===== config.mk =====
export PLATFORM = sky130hd
export DESIGN_NAME = tog_ram
export DESIGN_NICKNAME = d
export VERILOG_FILES = /design/src/hw/rtl/tog_ram.sv
export SDC_FILE = /design/constraint.sdc
export NUM_CORES = 2
export LEC_CHECK = 0
export BUFFER_PORTS_ARGS = -buffer_cell sky130_fd_sc_hd__buf_4
export CAP_MARGIN = 20
export CORE_MARGIN = 1
export CORE_UTILIZATION = 55
export DETAILED_ROUTE_END_ITERATION = 8
export PLACE_DENSITY = 0.71
export SYNTH_ARGS = -nofsm -noshare
export SYNTH_HDL_FRONTEND = slang
export SYNTH_SLANG_ARGS = --single-unit
export TNS_END_PERCENT = 20

===== constraint.sdc =====
create_clock -name clk_i -period 2.8 [get_ports clk_i]
set_input_delay 0.28 -clock clk_i [delete_from_list [all_inputs] [get_ports clk_i]]
set_output_delay 0.28 -clock clk_i [all_outputs]
set_load 0.1 [all_outputs]

===== src/hw/rtl/tog_ram.sv =====
// generic single write port ram with registered read
module tog_ram #(
  parameter int WIDTH = 8,
  parameter int DEPTH = 256,
  parameter int AW    = (DEPTH > 1) ? $clog2(DEPTH) : 1
) (
  input  logic             clk_i,
  input  logic             we_i,
  input  logic [AW-1:0]    waddr_i,
  input  logic [WIDTH-1:0] wdata_i,
  input  logic             re_i,
  input  logic [AW-1:0]    raddr_i,
  output logic [WIDTH-1:0] rdata_o
);

  logic [WIDTH-1:0] mem_q [DEPTH];
  logic [WIDTH-1:0] rdata_q;

  always_ff @(posedge clk_i) begin
    if (we_i) begin
      mem_q[waddr_i] <= wdata_i;
    end
    if (re_i) begin
      rdata_q <= mem_q[raddr_i];
    end
  end

  assign rdata_o = rdata_q;

endmodule


# Word level (Yosys, flattened, before mapping)
# Memory sizes are Yosys's and may differ from the RTL's. A register that Yosys moved wholly into a read port is not among the register bits.
# Cells that the tools add are included.
# classes
mux	2
# ops
operator	n
$mux 1	2
# totals
register_bits	0
mem_bits_rw	2048
out_inout_bits	8
n_memories	1
# mem_list
memory	words	word_bits	read_ports	rd_clocked_by_memory_dff	write_ports	line	rtl
mem_q	256	8	1	1	1	16	logic [WIDTH-1:0] mem_q [DEPTH];

# Logic depth before layout (Yosys ltp)
# logic_depth
word_depth	2
ltp_mapped	11
mapped_depth_nobuf	6

# Least setup slack after synthesis
# No wires, ideal clock.
# synth_timing
path_kind	input -> register
from	input port raddr_i[0]
to	register rdata_q[2], in the netlist rdata_o[2], read port of mem_q, data pin
arrival_ns	2.087
required_time_ns	2.531
setup_slack_ns	0.444
cell_stages	9
n_path_buf	4
path_cell_list	buf_6 buf_12 buf_8 buf_2 mux4_2 a22oi_1 a21oi_1 nor4_1 nor4_2
# synth_lines
element	line	rtl
from (decl)	12	input logic [AW-1:0] raddr_i,
to (decl)	17	logic [WIDTH-1:0] rdata_q;

==> results.py <==
metrics = {
    "timing": {
        "hold_ws_ns": 0.00382,
        "fin_ws_ns": 0.0180,
        "drv_slew": 0,
        "timing.final.setup_violations": 0,
        "final.min_clock_period_ns": 2.78,
        "timing.fmax_ghz": 0.359,
        "rsz0062_at_grt": "false",
        "slew-limit-headroom_pct": 27.4,
        "finalHoldViolCount": 0,
        "tightest_slew_ns": 1.08,
        "min_period_over_period_pct": 99.4,
        "skew_ns": 0.0453,
    },
    "clock_tree": {
        "cts_buffer_depth": 3,
        "clkLatencyLatePin_ns": 0.84,
        "cts_max_level": 4,
        "root_buffer": "clkbuf_16",
        "cts_tree": "done",
        "numCtsBuffers": 200,
        "cts.sinks": 2056,
        "path_clk_slew_ns": 0.06,
        "postCtsSetupRepairBufs": 0,
    },
    "placement": {
        "placed_area_um2": 86000,
        "port-buffer-count": 34,
        "place_ws_ns": -0.805,
        "gp_congestion": 0.865,
        "dp.cells": 6004,
        "dp_hpwl_mm": 125,
    },
    "worst_setup_path": {
        "path_class": "reg2reg",
        "cp-start-kind": "flip-flop",
        "critPathCaptureType": "flip-flop",
        "crit_fanout": 1,
        "rr_startpoint": "mem_q[83][7]",
        "arrival_ns": 3.35,
        "cp-startpoint": "mem_q[83][7]",
        "cp.required_ns": 3.37,
    },
    "power": {
        "power_uw": 63900,
        "ir_drop_mv": 0.617,
        "p_clk_share_pct": 41.3,
        "comb_power_share_pct": 5.5,
        "leakagePower_uw": 0.0298,
        "power_switching_uw": 13600,
        "p_int_uw": 50300,
        "switching_share_pct": 21.3,
        "power_density_nw_per_um2": 691,
        "sequentialPowerShare_pct": 53.2,
    },
    "grt": {
        "grt_pass1_wl_mm": 289,
        "grt_pass1_vias": 41397,
        "antenna_found_initial": 11,
        "grt_overflow": 0,
        "grt_usage_pct": 27.7,
        "grt_start_max_net_pins": 118,
    },
    "min_path": {
        "worstHoldStart": "wdata_i[7]",
        "min_path_type": "in2reg",
    },
    "final_layout": {
        "drive_gt1_share_pct": 30.5,
        "final_area_um2": 92500,
        "nNetsFinal": 4332,
        "syn2layout_area_growth_pct": 16.2,
        "final_cell_count_no_fill": 6385,
    },
    "synth": {
        "synth_fp_nets": 3760,
        "synth-edff-count": 2056,
        "yosys_warnings": 0,
        "synth_area_per_cell_um2": 21.3,
        "yosysUniqueCellTypes": 54,
        "ys_ff_latch": 2056,
        "ys.flop_type": "edfxtp_1",
        "ys_seq_area_share_pct": 77.5,
        "syn_area_um2": 79600,
        "synthArstFlopShare_pct": 0,
        "synthCells": 3733,
    },
    "routing": {
        "ant_nets": 0,
        "via_per_inst": 6.43,
        "wl_per_cell_um": 31.1,
        "vias": 41072,
        "totalWireLength_mm": 199,
        "drt_first_pass_iters": 7,
        "drtIter0Drc": 4990,
        "remaining_drc_errors": 8,
    },
    "floorplan": {
        "initial_core_util_pct": 55.4,
        "die_w_um": 383,
        "fp.dieH_um": 383,
        "std_cell_rows": 139,
        "coreArea_um2": 144000,
        "die_area_um2": 146000,
        "boundaryPins": 35,
    },
    "run": {
        "maxCapViolCount": 0,
    },
    "status": {
        "status": "complete, but fails checks",
        "violations": "DRC",
    },
}
## cell usage in the layout, fill, tap and decap left out, types with 33 or more instances in the layout
cell / count
o221ai_1: 46
clkinv_1: 51
a22oi_1: 133
nand3_1: 34
clkbuf_1: 40
buf_12: 65
nand2_1: 33
clkinv_2: 44
mux2i_1: 134
nor2_1: 279
mux4_2: 454
a21oi_1: 96
edfxtp_1: 2056
clkbuf_16: 205
buf_4: 525
## flip-flops by register name, indices dropped and copies added (netlist names)
register,cells
mem_q,2048
rdata_o,8
## metal layers
| layer | GRT usage [%] | up-vias | routed length (um) |
|---|---|---|---|
| met5 | 0 | - | 124 |
| met4 | 10.5 | 18 | 7670 |
| met3 | 5.44 | 399 | 20200 |
| met2 | 43.2 | 2247 | 95000 |
| met1 | 39.0 | 21550 | 75800 |
| li1 | - | 16858 | - |
## final cells by class
cell class	count	area, um^2
Timing Repair Buffer	603	5410
Multi-Input combinational cell	1442	16500
Fill cell	9373	51100
Clock buffer	245	5280
Tap cell	1903	2380
Antenna cell	3	7.51
Sequential cell	2056	61700
Inverter	2	7.51
Clock inverter	131	1190
## worst paths after layout
| check | end | slack [ns] | cells past startpoint |
|---|---|---|---|
| worst min register to register | rdata_o[5] | 1.13 | 7 |
| worst max register to register | rdata_o[7] | 0.02 | 6 |
| worst min-delay path | mem_q[183][7] | 0.004 | 1 |
| worst max-delay path | rdata_o[7] | 0.02 | 6 |
## metrics by stage
stage          setup TNS [ns]  util, %
2_1_floorplan               0        -
3_3_place_gp            -5.99     59.8
3_5_place_dp            -3.87     59.9
4_1_cts                     0     64.4
5_1_grt                     0     64.4
6_report                    0     64.4
## critical path, stage by stage (launching register included)
cell      delay [ns]
edfxtp_1        0.37
mux4_2          0.54
mux4_2          0.55
nor2b_1         0.17
nor4_2          0.61
buf_4           0.23
nor4_1          0.04
## cells in the mapped netlist, types with 22 or more instances
cell type	count	area, um^2
nor4_1	24	150
a21oi_1	96	480
mux4_2	454	10200
clkbuf_1	111	417
a22oi_1	133	998
nand2_1	33	124
nand3_1	34	170
buf_4	27	203
nor2_1	282	1060
mux2i_1	134	1340
buf_2	31	155
nor3_1	22	110
nor2b_1	31	194
buf_1	22	82.6
o22ai_1	28	175
o221ai_1	46	403
edfxtp_1	2056	61700
## power groups by stage
stage                     clock network, uW  registers [uW]  logic, uW
final                                 26400           34000       3510
after global routing                  27800           34000       3660
after CTS                             26700           34000       3510
after detailed placement                  0           34600       3490
after global placement                    0           34600       3420
after floorplan                           0           34700       1650
## kinds of logic after synthesis
family / count (synthesis) / synth area share [%]
DFF: 2056 / 77.5
buffers and inverters: 235 / 1.83
muxes: 591 / 14.6
AOI/OAI and AO/OA: 385 / 3.42
and+or+nand+nor: 466 / 2.63
## what timing repair did
action                                  CTS  global route
hold endpoints to repair                 43             0
hold buffers                              2             0
cloned                                    0             0
gates resized for setup                   1             1
endpoints found under the setup margin    1             1
Power figures use the tool's default switching activity.
