===== src/hw/rtl/tog_pkg.sv =====
// shared types and constants of the text overlay glyph shadow renderer
package tog_pkg;

  localparam int COLUMNS_DEF  = 80;
  localparam int ROWS_DEF     = 30;
  localparam int GLYPH_WIDTH  = 8;
  localparam int GLYPH_HEIGHT = 16;
  localparam int GLYPH_DEPTH  = 256 * GLYPH_HEIGHT;
  localparam int GLYPH_AW     = $clog2(GLYPH_DEPTH);

  localparam int RGB_W  = 24;
  localparam int IDX_W  = 12;
  localparam int CELL_W = 10;
  localparam int COL_W  = 7;
  localparam int ROW_W  = 5;
  localparam int GX_W   = $clog2(GLYPH_WIDTH);
  localparam int GY_W   = $clog2(GLYPH_HEIGHT);

  localparam logic [1:0] ACT_RENDER = 2'd0;
  localparam logic [1:0] ACT_CELL   = 2'd1;
  localparam logic [1:0] ACT_GLYPH  = 2'd2;

  localparam logic [1:0] CFG_FOREGROUND = 2'd0;
  localparam logic [1:0] CFG_SHADOW     = 2'd1;
  localparam logic [1:0] CFG_HAS_BG     = 2'd2;
  localparam logic [1:0] CFG_COLUMNS    = 2'd3;

  localparam logic [RGB_W-1:0] FOREGROUND_RST = 24'hff_ffff;
  localparam logic [RGB_W-1:0] SHADOW_RST     = 24'h00_0000;
  localparam logic [COL_W-1:0] COLUMNS_RST    = 7'd80;

  typedef struct packed {
    logic              valid;
    logic [1:0]        action;
    logic              cell_we;
    logic [IDX_W-1:0]  cell_index;
    logic [CELL_W-1:0] cell_word;
    logic [IDX_W-1:0]  font_address;
    logic [7:0]        font_row_bits;
    logic [RGB_W-1:0]  background_rgb;
    logic [IDX_W-1:0]  main_idx;
    logic              main_ok;
    logic [IDX_W-1:0]  nb_idx;
    logic              nb_ok;
    logic [GX_W-1:0]   gx;
    logic [GY_W-1:0]   gy;
    logic [GX_W-1:0]   sgx;
    logic [GY_W-1:0]   sgy;
  } pix_t;

  typedef struct packed {
    logic              main_ok;
    logic              nb_ok;
    logic              swap;
    logic [GX_W-1:0]   gx;
    logic [GX_W-1:0]   sgx;
    logic [RGB_W-1:0]  background_rgb;
  } shade_t;

endpackage


===== src/hw/rtl/tog_compose.sv =====
// colour selection from glyph bits, shadow bit and cell flags
module tog_compose (
  input  tog_pkg::shade_t            shade_i,
  input  logic [7:0]                 glyph_main_i,
  input  logic [7:0]                 glyph_nb_i,
  input  logic [tog_pkg::RGB_W-1:0]  foreground_i,
  input  logic [tog_pkg::RGB_W-1:0]  shadow_i,
  input  logic                       has_background_i,
  output logic [tog_pkg::RGB_W-1:0]  pixel_rgb_o,
  output logic                       overlay_drawn_o
);

  logic lit, shade;

  // msb is the leftmost pixel
  assign lit   = shade_i.main_ok && glyph_main_i[~shade_i.gx];
  assign shade = shade_i.nb_ok && glyph_nb_i[~shade_i.sgx];

  always_comb begin
    overlay_drawn_o = 1'b1;
    priority if (shade_i.swap) begin
      pixel_rgb_o = lit ? shadow_i : foreground_i;
    end else if (lit) begin
      pixel_rgb_o = foreground_i;
    end else if (!has_background_i || shade) begin
      pixel_rgb_o = shadow_i;
    end else begin
      pixel_rgb_o     = shade_i.background_rgb;
      overlay_drawn_o = 1'b0;
    end
  end

endmodule


===== config.mk =====
export PLATFORM = sky130hd
export DESIGN_NAME = tog_compose
export DESIGN_NICKNAME = d
export VERILOG_FILES = /design/src/hw/rtl/tog_pkg.sv /design/src/hw/rtl/tog_compose.sv
export SDC_FILE = /design/constraint.sdc
export NUM_CORES = 1
export LEC_CHECK = 0
export ABC_AREA = 1
export BUFFER_PORTS_ARGS = -buffer_cell sky130_fd_sc_hd__buf_2
export CAP_MARGIN = 20
export CORE_MARGIN = 2
export CORE_UTILIZATION = 39
export DETAILED_ROUTE_END_ITERATION = 12
export PLACE_DENSITY = 0.84
export SYNTH_ARGS = -nofsm -noshare
export SYNTH_HDL_FRONTEND = slang
export SYNTH_SLANG_ARGS = --single-unit

===== constraint.sdc =====
create_clock -name vclk -period 2.5
set_clock_uncertainty 0.1 [all_clocks]
set_input_delay 0.25 -clock vclk [all_inputs]
set_output_delay 0.25 -clock vclk [all_outputs]
set_load 0.03 [all_outputs]

# After elaboration in Yosys (flattened, before gate mapping)
# Cells that the tools add are included.
[totals] reg_bits=0 word_cells=19
[op_classes] order_cmp=2 mux=11 bitwise=2 n_reduce_logical=4
[ops] operator="24-bit 2-to-1 mux" count=4
[ops] operator="3-bit by 4-bit less-than comparator with 1-bit output, second input constant" count=2
[ops] operator="1-bit binary-select mux with 3-bit select" count=2
[ops] operator="3-bit inverter" count=2
[ops] operator="1-bit 2-to-1 mux" count=5
[ops] operator="1-bit logical AND" count=2
[ops] operator="1-bit logical NOT" count=1
[ops] operator="1-bit logical OR" count=1

# Logic depth before layout (Yosys ltp)
[depth] word_depth=8 ltp_mapped=11

# Least setup slack after synthesis
# No wires, ideal clock.
[synth_path] kind="in2out" start="input shade_i[24] in the netlist's numbering" end="output pixel_rgb_o[16] in the netlist's numbering" arrival_time_ns=1.198 required_ns=2.150 path_slack_ns=0.952 stages=9 path_buffers=1 cell_sequence="inv_2 nand2_1 nand3_1 nand3_1 nand3_4 buf_4 nand3_1 nand3_1 nand3_1"
[synth_between] elab_chain_cells=8
[synth_lines] element="start: declaration" line="tog_compose.sv:3" rtl="input tog_pkg::shade_t shade_i,"
[synth_lines] element="3-bit inverter" line="tog_compose.sv:17" rtl="assign shade = shade_i.nb_ok && glyph_nb_i[~shade_i.sgx];"
[synth_lines] element="1-bit binary-select mux with 3-bit select" line="tog_compose.sv:17"
[synth_lines] element="1-bit 2-to-1 mux (not written as such)" line="tog_compose.sv:17"
[synth_lines] element="1-bit logical AND" line="tog_compose.sv:17"
[synth_lines] element="1-bit logical OR" line="tog_compose.sv:25" rtl="end else if (!has_background_i || shade) begin"
[synth_lines] element="24-bit 2-to-1 mux" line="tog_compose.sv:25"
[synth_lines] element="24-bit 2-to-1 mux" line="tog_compose.sv:23" rtl="end else if (lit) begin"
[synth_lines] element="24-bit 2-to-1 mux" line="tog_compose.sv:21" rtl="priority if (shade_i.swap) begin"
[synth_lines] element="end: declaration" line="tog_compose.sv:9" rtl="output logic [tog_pkg::RGB_W-1:0] pixel_rgb_o,"
# No other way between the ends. The select of a mux whose other input is x is not followed.

# Worst setup path after layout
[layout_path] start="input shade_i[27] in the netlist's numbering" end="output pixel_rgb_o[13] in the netlist's numbering"
[layout_between] elab_chain_cells=6
[layout_lines] element="3-bit inverter (*)" line="tog_compose.sv:16" rtl="assign lit = shade_i.main_ok && glyph_main_i[~shade_i.gx];"
[layout_lines] element="1-bit binary-select mux with 3-bit select (*)" line="tog_compose.sv:16"
[layout_lines] element="1-bit 2-to-1 mux (not written as such) (*)" line="tog_compose.sv:16"
[layout_lines] element="1-bit logical AND (*)" line="tog_compose.sv:16"
[layout_lines] element="24-bit 2-to-1 mux, on equally long branches" line="tog_compose.sv:23, tog_compose.sv:22"
[layout_lines] element="24-bit 2-to-1 mux (*)" line="tog_compose.sv:21"
# Mark *: on every way between the ends. The rest lies on a longest branch, timed or not. The select of a mux whose other input is x is not followed.

==> results.yml <==
status:
  status: "finished, final reports clean"
placed_design:
  io_buffers: 123
  place_congestion: 0.8720
  dp_cells: 419
  placed_area_mm2: 0.002012
  dpl_worst_slack_ps: 369.1
  dp.final_hpwl_um: 3421
cts:
  cts_resized: 0
  cts_setup_buffers: 0
  holdBufCountCts: 0
hold_path:
  worstHoldPathType: "in -> out"
  hold_depth: 4
yosys:
  ys_types: 17
  ys_top_cells_by_area: "nand3_2 (28%), nand3_1 (22%), nand2_1 (17%)"
  ys_seq_area_frac: 0
  syn_avg_cell_area_um2: 5.540
  yosysWarnings: 0
  synth_fp_nets: 360
  syn-cell-area_mm2: 0.001451
  synth_cells: 262
  synth.top_cell.area_share: 0.2759
  synth_top_area_cell: "nand3_2"
sta:
  relSlewSlack: 0.6879
  finalSetupTns_ps: 0
  drv_slew: 0
  hold_viol: 0
  worst_pin_slew_ps: 468.1
  finalCriticalPeriod_ps: 2098
  setup_slack_ps: 401.6
  rsz0062_at_grt: "false"
  finalCritPeriodShare: 0.8394
  fmax_ghz: 0.4766
  whs_ps: 780.0
  final-setup-viol-count: 0
global_routing:
  grt_use_total: 0.1967
  grt_max_degree: 27
  grt_pass1_vias: 1806
  gr-total-overflow: 0
  antenna_found_initial: 0
  grt_pass1_wl_um: 7058
layout:
  fin_area_mm2: 0.002012
  stdcell_count: 419
  syn2layout_area_growth_pct: 38.62
  antenna_cells: 0
  nClkBuffers: 0
  layout_commonest_cell: "buf_2"
  drive_gt1_frac: 0.4690
  design.seq.count: 0
  seqCellArea_um2: 0
  nets: 471
  final_cell_mix: "buf_2 (123), nand2_1 (66), nand3_1 (65)"
detailed_routing:
  vias_per_cell: 4.690
  ant_nets: 0
  drt-total-wl_um: 4221
  drt-pass1-iter-count: 4
  wl_per_cell_um: 10.07
  vias: 1965
  drtIter0Drc: 96
  drc: 0
setup_path:
  required_ps: 2150
  critPathCapture: "pixel_rgb_o[13]"
  end_kind: "output pin"
  arrival_ps: 1750
  cp_cell_sequence: "buf_2, inv_2, nand2_1, nand3b_1, nand3_2, nand4_4, inv_2, nand2_1, nand3_2, buf_2"
  cp.buffers_inverters: 4
  worstSetupStartpoint: "shade_i[27]"
  startpoint_type: "input port"
  critPathMaxFanout: 24
  critical-path-max-stage-delay_ps: 400
  crit_cells: 10
  critPathTopFamily: "buffers and inverters"
  crit_slowest_cell: "inv_2"
  critPathKind: "in -> out"
power_and_ir_drop:
  internal_power_w: 0.0001750
  p_clk_frac: 0
  power_density_mw_per_mm2: 239.4
  power_frac_seq: 0
  p_sw_w: 0.0003066
  share_comb_of_total_power: 1.000
  sw_frac_of_total: 0.6367
  p_leak_nw: 1.354
  vdd_ir_drop_max_v: 0.0001333
die:
  start_util: 0.4025
  rows: 22
  die_y_um: 65.01
  die_area_mm2: 0.004226
  pin_count: 123
  core_area_mm2: 0.003606
  die_w_um: 65.01
job:
  drv_cap: 0
## per-layer routing
| layer | wire length, um | global-route usage |
|---|---|---|
| met5 | 0 | 0 |
| met1 | 1767 | 0.2135 |
| met4 | 5 | 0.002660 |
| met3 | 257 | 0.005208 |
| met2 | 2190 | 0.4304 |
## stage by stage
| stage | total power (W) | util |
|---|---|---|
| floorplan | 0.0003466 | - |
| global placement | 0.0004791 | 0.5579 |
| detailed placement | 0.0004856 | 0.5579 |
| CTS | 0.0004873 | 0.5579 |
| global route | 0.0005311 | 0.5579 |
| finish | 0.0004816 | 0.5579 |
## kinds of logic after synthesis
group | Yosys count | synth area share
simple gates | 180 | 0.7388
buf+inv | 82 | 0.2612
## final cells by class
cell class                 instances  area [um^2]
timing repair buffer             124        623.1
inverter                          67        256.5
tap                               48        60.06
fill                             388         1594
multi-input combinational        180         1072
## power groups by stage
stage / Clock, W / Combinational [W] / Sequential [W]
2_1_floorplan: 0 / 0.000347 / 0
3_3_place_gp: 0 / 0.000479 / 0
3_5_place_dp: 0 / 0.000486 / 0
4_1_cts: 0 / 0.000487 / 0
5_1_grt: 0 / 0.000531 / 0
6_report: 0 / 0.000482 / 0
## worst min-delay path by stage
stage / start / endpoint / slack, ps
after floorplan: shadow_i[0] / pixel_rgb_o[0] / 590
after global placement: shadow_i[16] / pixel_rgb_o[16] / 780
after detailed placement: shadow_i[16] / pixel_rgb_o[16] / 780
after CTS: shadow_i[16] / pixel_rgb_o[16] / 780
after global routing: shadow_i[2] / pixel_rgb_o[2] / 800
final: shadow_i[20] / pixel_rgb_o[20] / 780
## cell usage after synthesis
cell	n
buf_8	2
buf_4	4
nand3_2	40
buf_2	5
nand3_1	65
nand3b_1	1
buf_6	3
inv_6	1
nand2_1	66
nor2_1	2
nand3_4	1
nand3b_2	2
nand4_4	1
nand2_4	2
inv_2	3
clkbuf_1	1
inv_1	63
No activity file was read; power rests on OpenSTA's default activity.
