`config.mk`:
```
export PLATFORM = sky130hd
export DESIGN_NAME = tog_index
export DESIGN_NICKNAME = d
export VERILOG_FILES = /design/src/hw/rtl/tog_pkg.sv /design/src/hw/rtl/tog_index.sv
export SDC_FILE = /design/constraint.sdc
export NUM_CORES = 1
export LEC_CHECK = 0
export BUFFER_PORTS_ARGS = -buffer_cell sky130_fd_sc_hd__buf_4
export CORE_ASPECT_RATIO = 1.25
export CORE_MARGIN = 4
export CORE_UTILIZATION = 40
export CTS_CLUSTER_SIZE = 10
export DETAILED_ROUTE_END_ITERATION = 10
export GPL_ROUTABILITY_DRIVEN = 0
export PLACE_DENSITY = 0.7
export SLEW_MARGIN = 40
export SYNTH_ARGS = -nofsm -noshare
export SYNTH_HDL_FRONTEND = slang
export SYNTH_SLANG_ARGS = --single-unit
```
`constraint.sdc`:
```
create_clock -name clk_i -period 9.5 [get_ports clk_i]
set_input_delay 1.425 -clock clk_i [delete_from_list [all_inputs] [get_ports clk_i]]
set_output_delay 1.425 -clock clk_i [all_outputs]
set_load 0.05 [all_outputs]
```
`src/hw/rtl/tog_pkg.sv`:
```
// shared types and constants of the text overlay glyph shadow renderer
package tog_pkg;

  localparam int COLUMNS_DEF  = 80;
  localparam int ROWS_DEF     = 30;
  localparam int GLYPH_WIDTH  = 8;
  localparam int GLYPH_HEIGHT = 16;
  localparam int GLYPH_DEPTH  = 256 * GLYPH_HEIGHT;
  localparam int GLYPH_AW     = $clog2(GLYPH_DEPTH);

  localparam int RGB_W  = 24;
  localparam int IDX_W  = 12;
  localparam int CELL_W = 10;
  localparam int COL_W  = 7;
  localparam int ROW_W  = 5;
  localparam int GX_W   = $clog2(GLYPH_WIDTH);
  localparam int GY_W   = $clog2(GLYPH_HEIGHT);

  localparam logic [1:0] ACT_RENDER = 2'd0;
  localparam logic [1:0] ACT_CELL   = 2'd1;
  localparam logic [1:0] ACT_GLYPH  = 2'd2;

  localparam logic [1:0] CFG_FOREGROUND = 2'd0;
  localparam logic [1:0] CFG_SHADOW     = 2'd1;
  localparam logic [1:0] CFG_HAS_BG     = 2'd2;
  localparam logic [1:0] CFG_COLUMNS    = 2'd3;

  localparam logic [RGB_W-1:0] FOREGROUND_RST = 24'hff_ffff;
  localparam logic [RGB_W-1:0] SHADOW_RST     = 24'h00_0000;
  localparam logic [COL_W-1:0] COLUMNS_RST    = 7'd80;

  typedef struct packed {
    logic              valid;
    logic [1:0]        action;
    logic              cell_we;
    logic [IDX_W-1:0]  cell_index;
    logic [CELL_W-1:0] cell_word;
    logic [IDX_W-1:0]  font_address;
    logic [7:0]        font_row_bits;
    logic [RGB_W-1:0]  background_rgb;
    logic [IDX_W-1:0]  main_idx;
    logic              main_ok;
    logic [IDX_W-1:0]  nb_idx;
    logic              nb_ok;
    logic [GX_W-1:0]   gx;
    logic [GY_W-1:0]   gy;
    logic [GX_W-1:0]   sgx;
    logic [GY_W-1:0]   sgy;
  } pix_t;

  typedef struct packed {
    logic              main_ok;
    logic              nb_ok;
    logic              swap;
    logic [GX_W-1:0]   gx;
    logic [GX_W-1:0]   sgx;
    logic [RGB_W-1:0]  background_rgb;
  } shade_t;

endpackage

```
`src/hw/rtl/tog_index.sv`:
```
// pixel split, shadow neighbour and cell index stages
module tog_index #(
  parameter int CELL_DEPTH = tog_pkg::COLUMNS_DEF * tog_pkg::ROWS_DEF
) (
  input  logic                       clk_i,
  input  logic                       rst_ni,
  input  logic                       adv_i,
  input  logic                       valid_i,
  input  logic [1:0]                 action_i,
  input  logic [11:0]                cell_index_i,
  input  logic [7:0]                 char_code_i,
  input  logic                       invert_flag_i,
  input  logic                       cursor_flag_i,
  input  logic [11:0]                font_address_i,
  input  logic [7:0]                 font_row_bits_i,
  input  logic [9:0]                 pixel_x_i,
  input  logic [8:0]                 pixel_y_i,
  input  logic [23:0]                background_rgb_i,
  input  logic [tog_pkg::COL_W-1:0]  text_columns_i,
  output tog_pkg::pix_t              pix_o
);

  typedef struct packed {
    logic                          valid;
    logic [1:0]                    action;
    logic                          cell_we;
    logic [tog_pkg::IDX_W-1:0]     cell_index;
    logic [tog_pkg::CELL_W-1:0]    cell_word;
    logic [tog_pkg::IDX_W-1:0]     font_address;
    logic [7:0]                    font_row_bits;
    logic [tog_pkg::RGB_W-1:0]     background_rgb;
    logic [tog_pkg::COL_W-1:0]     col;
    logic [tog_pkg::ROW_W-1:0]     row;
    logic [tog_pkg::COL_W-1:0]     scol;
    logic [tog_pkg::ROW_W-1:0]     srow;
    logic                          edge_ok;
    logic [tog_pkg::GX_W-1:0]      gx;
    logic [tog_pkg::GY_W-1:0]      gy;
    logic [tog_pkg::GX_W-1:0]      sgx;
    logic [tog_pkg::GY_W-1:0]      sgy;
  } split_t;

  split_t        s1_d, s1_q;
  tog_pkg::pix_t s2_d, s2_q;

  logic [tog_pkg::COL_W-1:0] col;
  logic [tog_pkg::ROW_W-1:0] row;
  logic [tog_pkg::GX_W-1:0]  gx;
  logic [tog_pkg::GY_W-1:0]  gy;
  logic [tog_pkg::IDX_W-1:0] main_idx, nb_idx;

  assign col = pixel_x_i[9:tog_pkg::GX_W];
  assign gx  = pixel_x_i[tog_pkg::GX_W-1:0];
  assign row = pixel_y_i[8:tog_pkg::GY_W];
  assign gy  = pixel_y_i[tog_pkg::GY_W-1:0];

  always_comb begin
    s1_d = '0;
    s1_d.valid          = valid_i;
    s1_d.action         = action_i;
    s1_d.cell_we        = (action_i == tog_pkg::ACT_CELL) &&
                          (32'(cell_index_i) < 32'(CELL_DEPTH));
    s1_d.cell_index     = cell_index_i;
    s1_d.cell_word      = {cursor_flag_i, invert_flag_i, char_code_i};
    s1_d.font_address   = font_address_i;
    s1_d.font_row_bits  = font_row_bits_i;
    s1_d.background_rgb = background_rgb_i;
    s1_d.col            = col;
    s1_d.row            = row;
    s1_d.gx             = gx;
    s1_d.gy             = gy;
    s1_d.edge_ok        = 1'b1;
    // shadow source is one up and one left, possibly in the neighbour cell
    if (gx == '0) begin
      s1_d.scol = col - 1'b1;
      s1_d.sgx  = '1;
      if (col == '0) begin
        s1_d.edge_ok = 1'b0;
      end
    end else begin
      s1_d.scol = col;
      s1_d.sgx  = gx - 1'b1;
    end
    if (gy == '0) begin
      s1_d.srow = row - 1'b1;
      s1_d.sgy  = '1;
      if (row == '0) begin
        s1_d.edge_ok = 1'b0;
      end
    end else begin
      s1_d.srow = row;
      s1_d.sgy  = gy - 1'b1;
    end
  end

  assign main_idx = tog_pkg::IDX_W'(s1_q.row) * tog_pkg::IDX_W'(text_columns_i)
                  + tog_pkg::IDX_W'(s1_q.col);
  assign nb_idx   = tog_pkg::IDX_W'(s1_q.srow) * tog_pkg::IDX_W'(text_columns_i)
                  + tog_pkg::IDX_W'(s1_q.scol);

  always_comb begin
    s2_d.valid          = s1_q.valid;
    s2_d.action         = s1_q.action;
    s2_d.cell_we        = s1_q.cell_we;
    s2_d.cell_index     = s1_q.cell_index;
    s2_d.cell_word      = s1_q.cell_word;
    s2_d.font_address   = s1_q.font_address;
    s2_d.font_row_bits  = s1_q.font_row_bits;
    s2_d.background_rgb = s1_q.background_rgb;
    s2_d.main_idx       = main_idx;
    s2_d.main_ok        = 32'(main_idx) < 32'(CELL_DEPTH);
    s2_d.nb_idx         = nb_idx;
    s2_d.nb_ok          = s1_q.edge_ok && (32'(nb_idx) < 32'(CELL_DEPTH));
    s2_d.gx             = s1_q.gx;
    s2_d.gy             = s1_q.gy;
    s2_d.sgx            = s1_q.sgx;
    s2_d.sgy            = s1_q.sgy;
  end

  always_ff @(posedge clk_i or negedge rst_ni) begin
    if (!rst_ni) begin
      s1_q <= '0;
      s2_q <= '0;
    end else if (adv_i) begin
      s1_q <= s1_d;
      s2_q <= s2_d;
    end
  end

  assign pix_o = s2_q;

endmodule

```
# ---- After elaboration in Yosys (flattened, before gate mapping)
# Cells that the tools add are included.
dict set report word_totals {
  input_bits 98
  elab_cells 59
  regBits 219
  ramBits 0
  output_inout_bits 110
  n_memories 0
  mem_bits_ro 0
  latchBits 0
}
dict set report classes {
  n_eq_ne 1
  shifts 0
  reduce_logical 6
  bitwise_logic 0
  n_mul 2
  mux 8
  div 0
  n_addsub 6
  magnitude_cmp 3
}
# cell n
set op_table {}
lappend op_table {{12-bit < comparator, second input constant} 3}
lappend op_table {{12-bit by 7-bit adder with 12-bit output} 2}
lappend op_table {{5-bit by 7-bit multiplier with 12-bit output} 2}
lappend op_table {{7-bit logical NOT} 1}
lappend op_table {{7-bit 2-to-1 mux} 1}
lappend op_table {{7-bit by 1-bit subtractor with 7-bit output, second input constant} 1}
lappend op_table {{5-bit logical NOT} 1}
lappend op_table {{5-bit 2-to-1 mux} 1}
lappend op_table {{5-bit by 1-bit subtractor with 5-bit output, second input constant} 1}
lappend op_table {{4-bit logical NOT} 1}
lappend op_table {{1-bit 2-to-1 mux} 4}
lappend op_table {{4-bit 2-to-1 mux} 1}
lappend op_table {{4-bit by 1-bit subtractor with 4-bit output, second input constant} 1}
lappend op_table {{3-bit logical NOT} 1}
lappend op_table {{3-bit 2-to-1 mux} 1}
lappend op_table {{3-bit by 1-bit subtractor with 3-bit output, second input constant} 1}
lappend op_table {{2-bit by 1-bit equality test with 1-bit output, second input constant} 1}
lappend op_table {{1-bit logical AND} 2}

# ---- Longest topological paths before layout
dict set report depth {
  depth_word 5
  depth_mapped 16
  mapped_depth_nobuf 14
}

# ---- Worst setup path before layout
# Ideal clock, no wire load.
dict set report synth_timing {
  path_type {input to register}
  from {in text_columns_i[3] (netlist name)}
  to {reg s2_q, in the netlist pix_o[27]}
  required_time_ps 9374
  n_path_buf 2
  setup_time_ps 126
  slack_ps 4095
  arrival_time_ps 5279
  cell_stages 16
  path_cell_list {clkbuf_1 nand2_1 fa_1 inv_1 fa_1 inv_1 fa_1 inv_1 ha_1 buf_4 and3_4 a221oi_4 or4b_1 o311ai_1 nor3_1 a221o_1}
}
dict set report synth_between {
  elab_chain_len 3
}
# element line_no
set synth_lines {}
lappend synth_lines {{start: declaration} tog_index.sv:19} ;# input logic [tog_pkg::COL_W-1:0] text_columns_i,
lappend synth_lines {{5-bit by 7-bit multiplier with 12-bit output} tog_index.sv:96} ;# assign main_idx = tog_pkg::IDX_W'(s1_q.row) * tog_pkg::IDX_W'(text_columns_i)
lappend synth_lines {{12-bit by 7-bit adder with 12-bit output} tog_index.sv:97} ;# + tog_pkg::IDX_W'(s1_q.col);
lappend synth_lines {{12-bit < comparator} tog_index.sv:111} ;# s2_d.main_ok = 32'(main_idx) < 32'(CELL_DEPTH);
lappend synth_lines {{end signal: assignment} tog_index.sv:123} ;# s2_q <= '0;
lappend synth_lines {{end signal: assignment} tog_index.sv:126} ;# s2_q <= s2_d;
lappend synth_lines {{end: declaration} tog_index.sv:44} ;# tog_pkg::pix_t s2_d, s2_q;
# No other way between the ends.
# A chain may end at the register's enable or synchronous reset.

# ---- Worst setup path after layout
dict set report layout_timing {
  from {in text_columns_i[2] (netlist name)}
  to {reg s2_q, in the netlist pix_o[27]}
}
# The elaborated chain is that of the path after synthesis.

==> results.sh <==
export IMPL_status="complete, no violations"
export IMPL_cp_cell_sequence="buf_4 > and2_1 > fa_1 > fa_1 > inv_1 > fa_1 > inv_1 > ha_1 > a21o_1 > a221oi_4 > or4b_1 > o311ai_1 > nor3_1 > a221o_1"
export IMPL_ys_flop_type="dfrtp_1"
export IMPL_power_w=0.00355
export IMPL_cts_htree_levels=1
export IMPL_switchingPower_w=0.00134
export IMPL_setup_viol=0
export IMPL_yosysTopAreaCellShare=0.499
export IMPL_nNetsFinal=1251
export IMPL_area_delta_synth_final_pct=24.1
export IMPL_dp_final_hpwl_um=17500
export IMPL_crit_family="adder cells"
export IMPL_leakage_nw=6.37
export IMPL_clk_path_buf_depth=3
export IMPL_drc=0
export IMPL_slew_violations=0
export IMPL_dieHeight_um=193
export IMPL_internal_power_w=0.00221
export IMPL_vias=7013
export IMPL_drt_iter0_drc=267
export IMPL_cp_num_buf_inv=3
export IMPL_clk_pin_slew_ns=0.05
export IMPL_ys_seq_elements=219
export IMPL_multi_input_area_um2=5070
export IMPL_cp_required_ns=9.89
export IMPL_synth_compound_area_share=0.0465
export IMPL_cts_buffers_inserted=26
export IMPL_numClockSinks=219
export IMPL_yosys_cell_types_count=52
export IMPL_synth_xor_area_frac=0.0175
export IMPL_ios=208
export IMPL_stdcell_count=1411
export IMPL_overflow=0
export IMPL_max_cap_violations=0
export IMPL_power_frac_comb=0.417
export IMPL_grtUsageTotal=0.158
export IMPL_ant_nets=0
export IMPL_cts_setup_buffers=0
export IMPL_grt_pass1_wl_um=39300
export IMPL_die_x_um=156
export IMPL_fin_crit_ns=5.10
export IMPL_ys_top_cells_by_count="219 x dfrtp_1, 193 x mux2_2, 80 x inv_1"
export IMPL_register_area_um2=5480
export IMPL_clock_latency_ns=0.51
export IMPL_async_flop_share=1.00
export IMPL_ir_drop_mv=0.171
export IMPL_dp_cells=1380
export IMPL_cts_tree="yes"
export IMPL_synth_edf_count=0
export IMPL_hp_class="register to register"
export IMPL_fin_crit_sh=0.536
export IMPL_die_area_um2=30200
export IMPL_post_drt_wl_per_cell_um=16.9
export IMPL_path_max_fanout=10
export IMPL_fmax_ghz=0.196
export IMPL_first_pass_iters=7
export IMPL_power_density_nw_per_um2=260
export IMPL_synth_fa_ha_area_frac=0.133
export IMPL_crit_path_frequent_cell="fa_1"
export IMPL_arrival_ns=5.49
export IMPL_setup_worst_path_end_class="register"
export IMPL_p_sw_frac=0.377
export IMPL_rsz0062_at_grt="false"
export IMPL_synthTopCellsByArea="dfrtp_1 50%, mux2_2 20%, fa_1 8.0%, ha_1 5.2%, inv_1 2.7%"
export IMPL_cts_hold_buf=0
export IMPL_cts_root_buf="clkbuf_16"
export IMPL_synth_mux_area_frac=0.199
export IMPL_synthesis_nets=1047
export IMPL_synth_cell_area_um2=11000
export IMPL_layout_drive_gt1_share=0.411
export IMPL_seqPwrFrac=0.332
export IMPL_grt_max_degree=84
export IMPL_fin_tns_setup_ns=0
export IMPL_rows=67
export IMPL_synth_avg_cell_area_um2=12.8
export IMPL_cp_slowest_cell="fa_1"
export IMPL_final_fill_count=2311
export IMPL_seq_area_frac_synth=0.499
export IMPL_synth_warnings=0
export IMPL_hold_viol_final=0
export IMPL_synth_most_common_cell="dfrtp_1"
export IMPL_antenna_found_initial=0
export IMPL_grt_pass1_vias=7676
export IMPL_cpPeakStageDelay_ns=0.55
export IMPL_initial_core_util=0.408
export IMPL_clkPwrFrac=0.251
export IMPL_crit_type="input port to register"
export IMPL_postSynthCellCount=859
export IMPL_core_area_um2=26900
export IMPL_slew_limit_headroom=0.523
export IMPL_routed_wirelength_um=23800
export IMPL_yosys_area_share_simple=0.0658
export IMPL_place_port_buffers=207
export IMPL_num_antenna_cells=0
export IMPL_tightest_slew_ns=0.716
export IMPL_start_kind="input port"
export IMPL_fin_worst_skew_ns=0.00629
export IMPL_via_per_inst=4.97
export IMPL_synth_top_area_cell="dfrtp_1"
export IMPL_synth_top_family_by_area="multiplexers"
export IMPL_cts_resized=0
-- final cells by class --
class                           instances  share of cell area
Clock inverter                          2             0.00257
Sequential cell                       219               0.402
Tap cell                              345              0.0317
Multi-Input combinational cell        525               0.372
Timing Repair Buffer                  211               0.118
Clock buffer                           29              0.0516
Inverter                               80              0.0220
-- power by group through the flow --
stage / sequential (W) / clock (W) / combinational, W
floorplan: 0.00154 / 0 / 0.000711
global placement: 0.00119 / 0 / 0.00148
detailed placement: 0.00119 / 0 / 0.00149
CTS: 0.00118 / 0.000923 / 0.00150
global route: 0.00120 / 0.000960 / 0.00162
finish: 0.00118 / 0.000890 / 0.00148
-- path summary, 6_finish.rpt --
kind / from / endpoint / slack (ns) / cells past startpoint
setup / recovery: text_columns_i[2] / pix_o[27]$_DFFE_PN0P_ / 4.40 / 14
hold / removal: pix_o[34]$_DFFE_PN0P_ / pix_o[34]$_DFFE_PN0P_ / 0.50 / 1
setup reg to reg: s1_q[31]$_DFFE_PN0P_ / pix_o[27]$_DFFE_PN0P_ / 4.95 / 14
hold reg to reg: pix_o[34]$_DFFE_PN0P_ / pix_o[34]$_DFFE_PN0P_ / 0.50 / 1
max in group asynchronous: rst_ni / s1_q[75]$_DFFE_PN0P_ / 7.52 / 2
min in group asynchronous: rst_ni / pix_o[91]$_DFFE_PN0P_ / 0.87 / 1
-- metrics by stage --
stage	instance area (um2)	utilization	hold slack, ns	worst slack [ns]
2_1_floorplan	11000	-	0.444	4.09
3_3_place_gp	12900	0.478	0.470	3.98
3_5_place_dp	12900	0.479	0.477	3.92
4_1_cts	13600	0.506	0.500	4.42
5_1_grt	13600	0.506	0.508	4.27
6_report	13600	0.506	0.495	4.40
-- per-layer routing --
layer / vias up / global-route usage / wire (um)
met4: 0 / 0.0341 / 437
met5: - / 0 / 0
met1: 3510 / 0.191 / 9310
li1: 3285 / - / -
met3: 32 / 0.0630 / 2230
met2: 186 / 0.266 / 11800
-- registers in the layout, indices dropped and copies added (netlist names) --
signal / flops
pix_o: 110
s1_q: 109
-- placed cells by master, fill, tap and decap left out, types with 2 or more instances in the layout --
cell type	instances
a211oi_1	5
a21o_1	9
a21oi_1	24
a221o_1	2
a31oi_1	2
and2_1	39
and3_1	2
buf_4	205
buf_6	4
clkbuf_16	27
clkbuf_8	3
dfrtp_1	219
fa_1	44
ha_1	46
inv_1	80
mux2_2	193
nand2_1	44
nand2b_1	3
nor2_1	28
nor2b_1	3
nor3_1	9
nor3b_1	4
nor4_1	3
o211ai_1	2
o21ai_0	14
o31ai_1	3
xnor2_1	17
xor2_1	5
-- kinds of logic (layout without fill, tap and decap cells) --
family	after synthesis	in the layout
flip-flops	219	219
multiplexers	194	194
AND/OR/NAND/NOR	143	143
buffers and inverters	115	322
adder cells (fa/ha/maj)	90	90
AO/OA/AOI/OAI	76	76
XOR/XNOR	22	22
(Power assumes the default switching activity.)
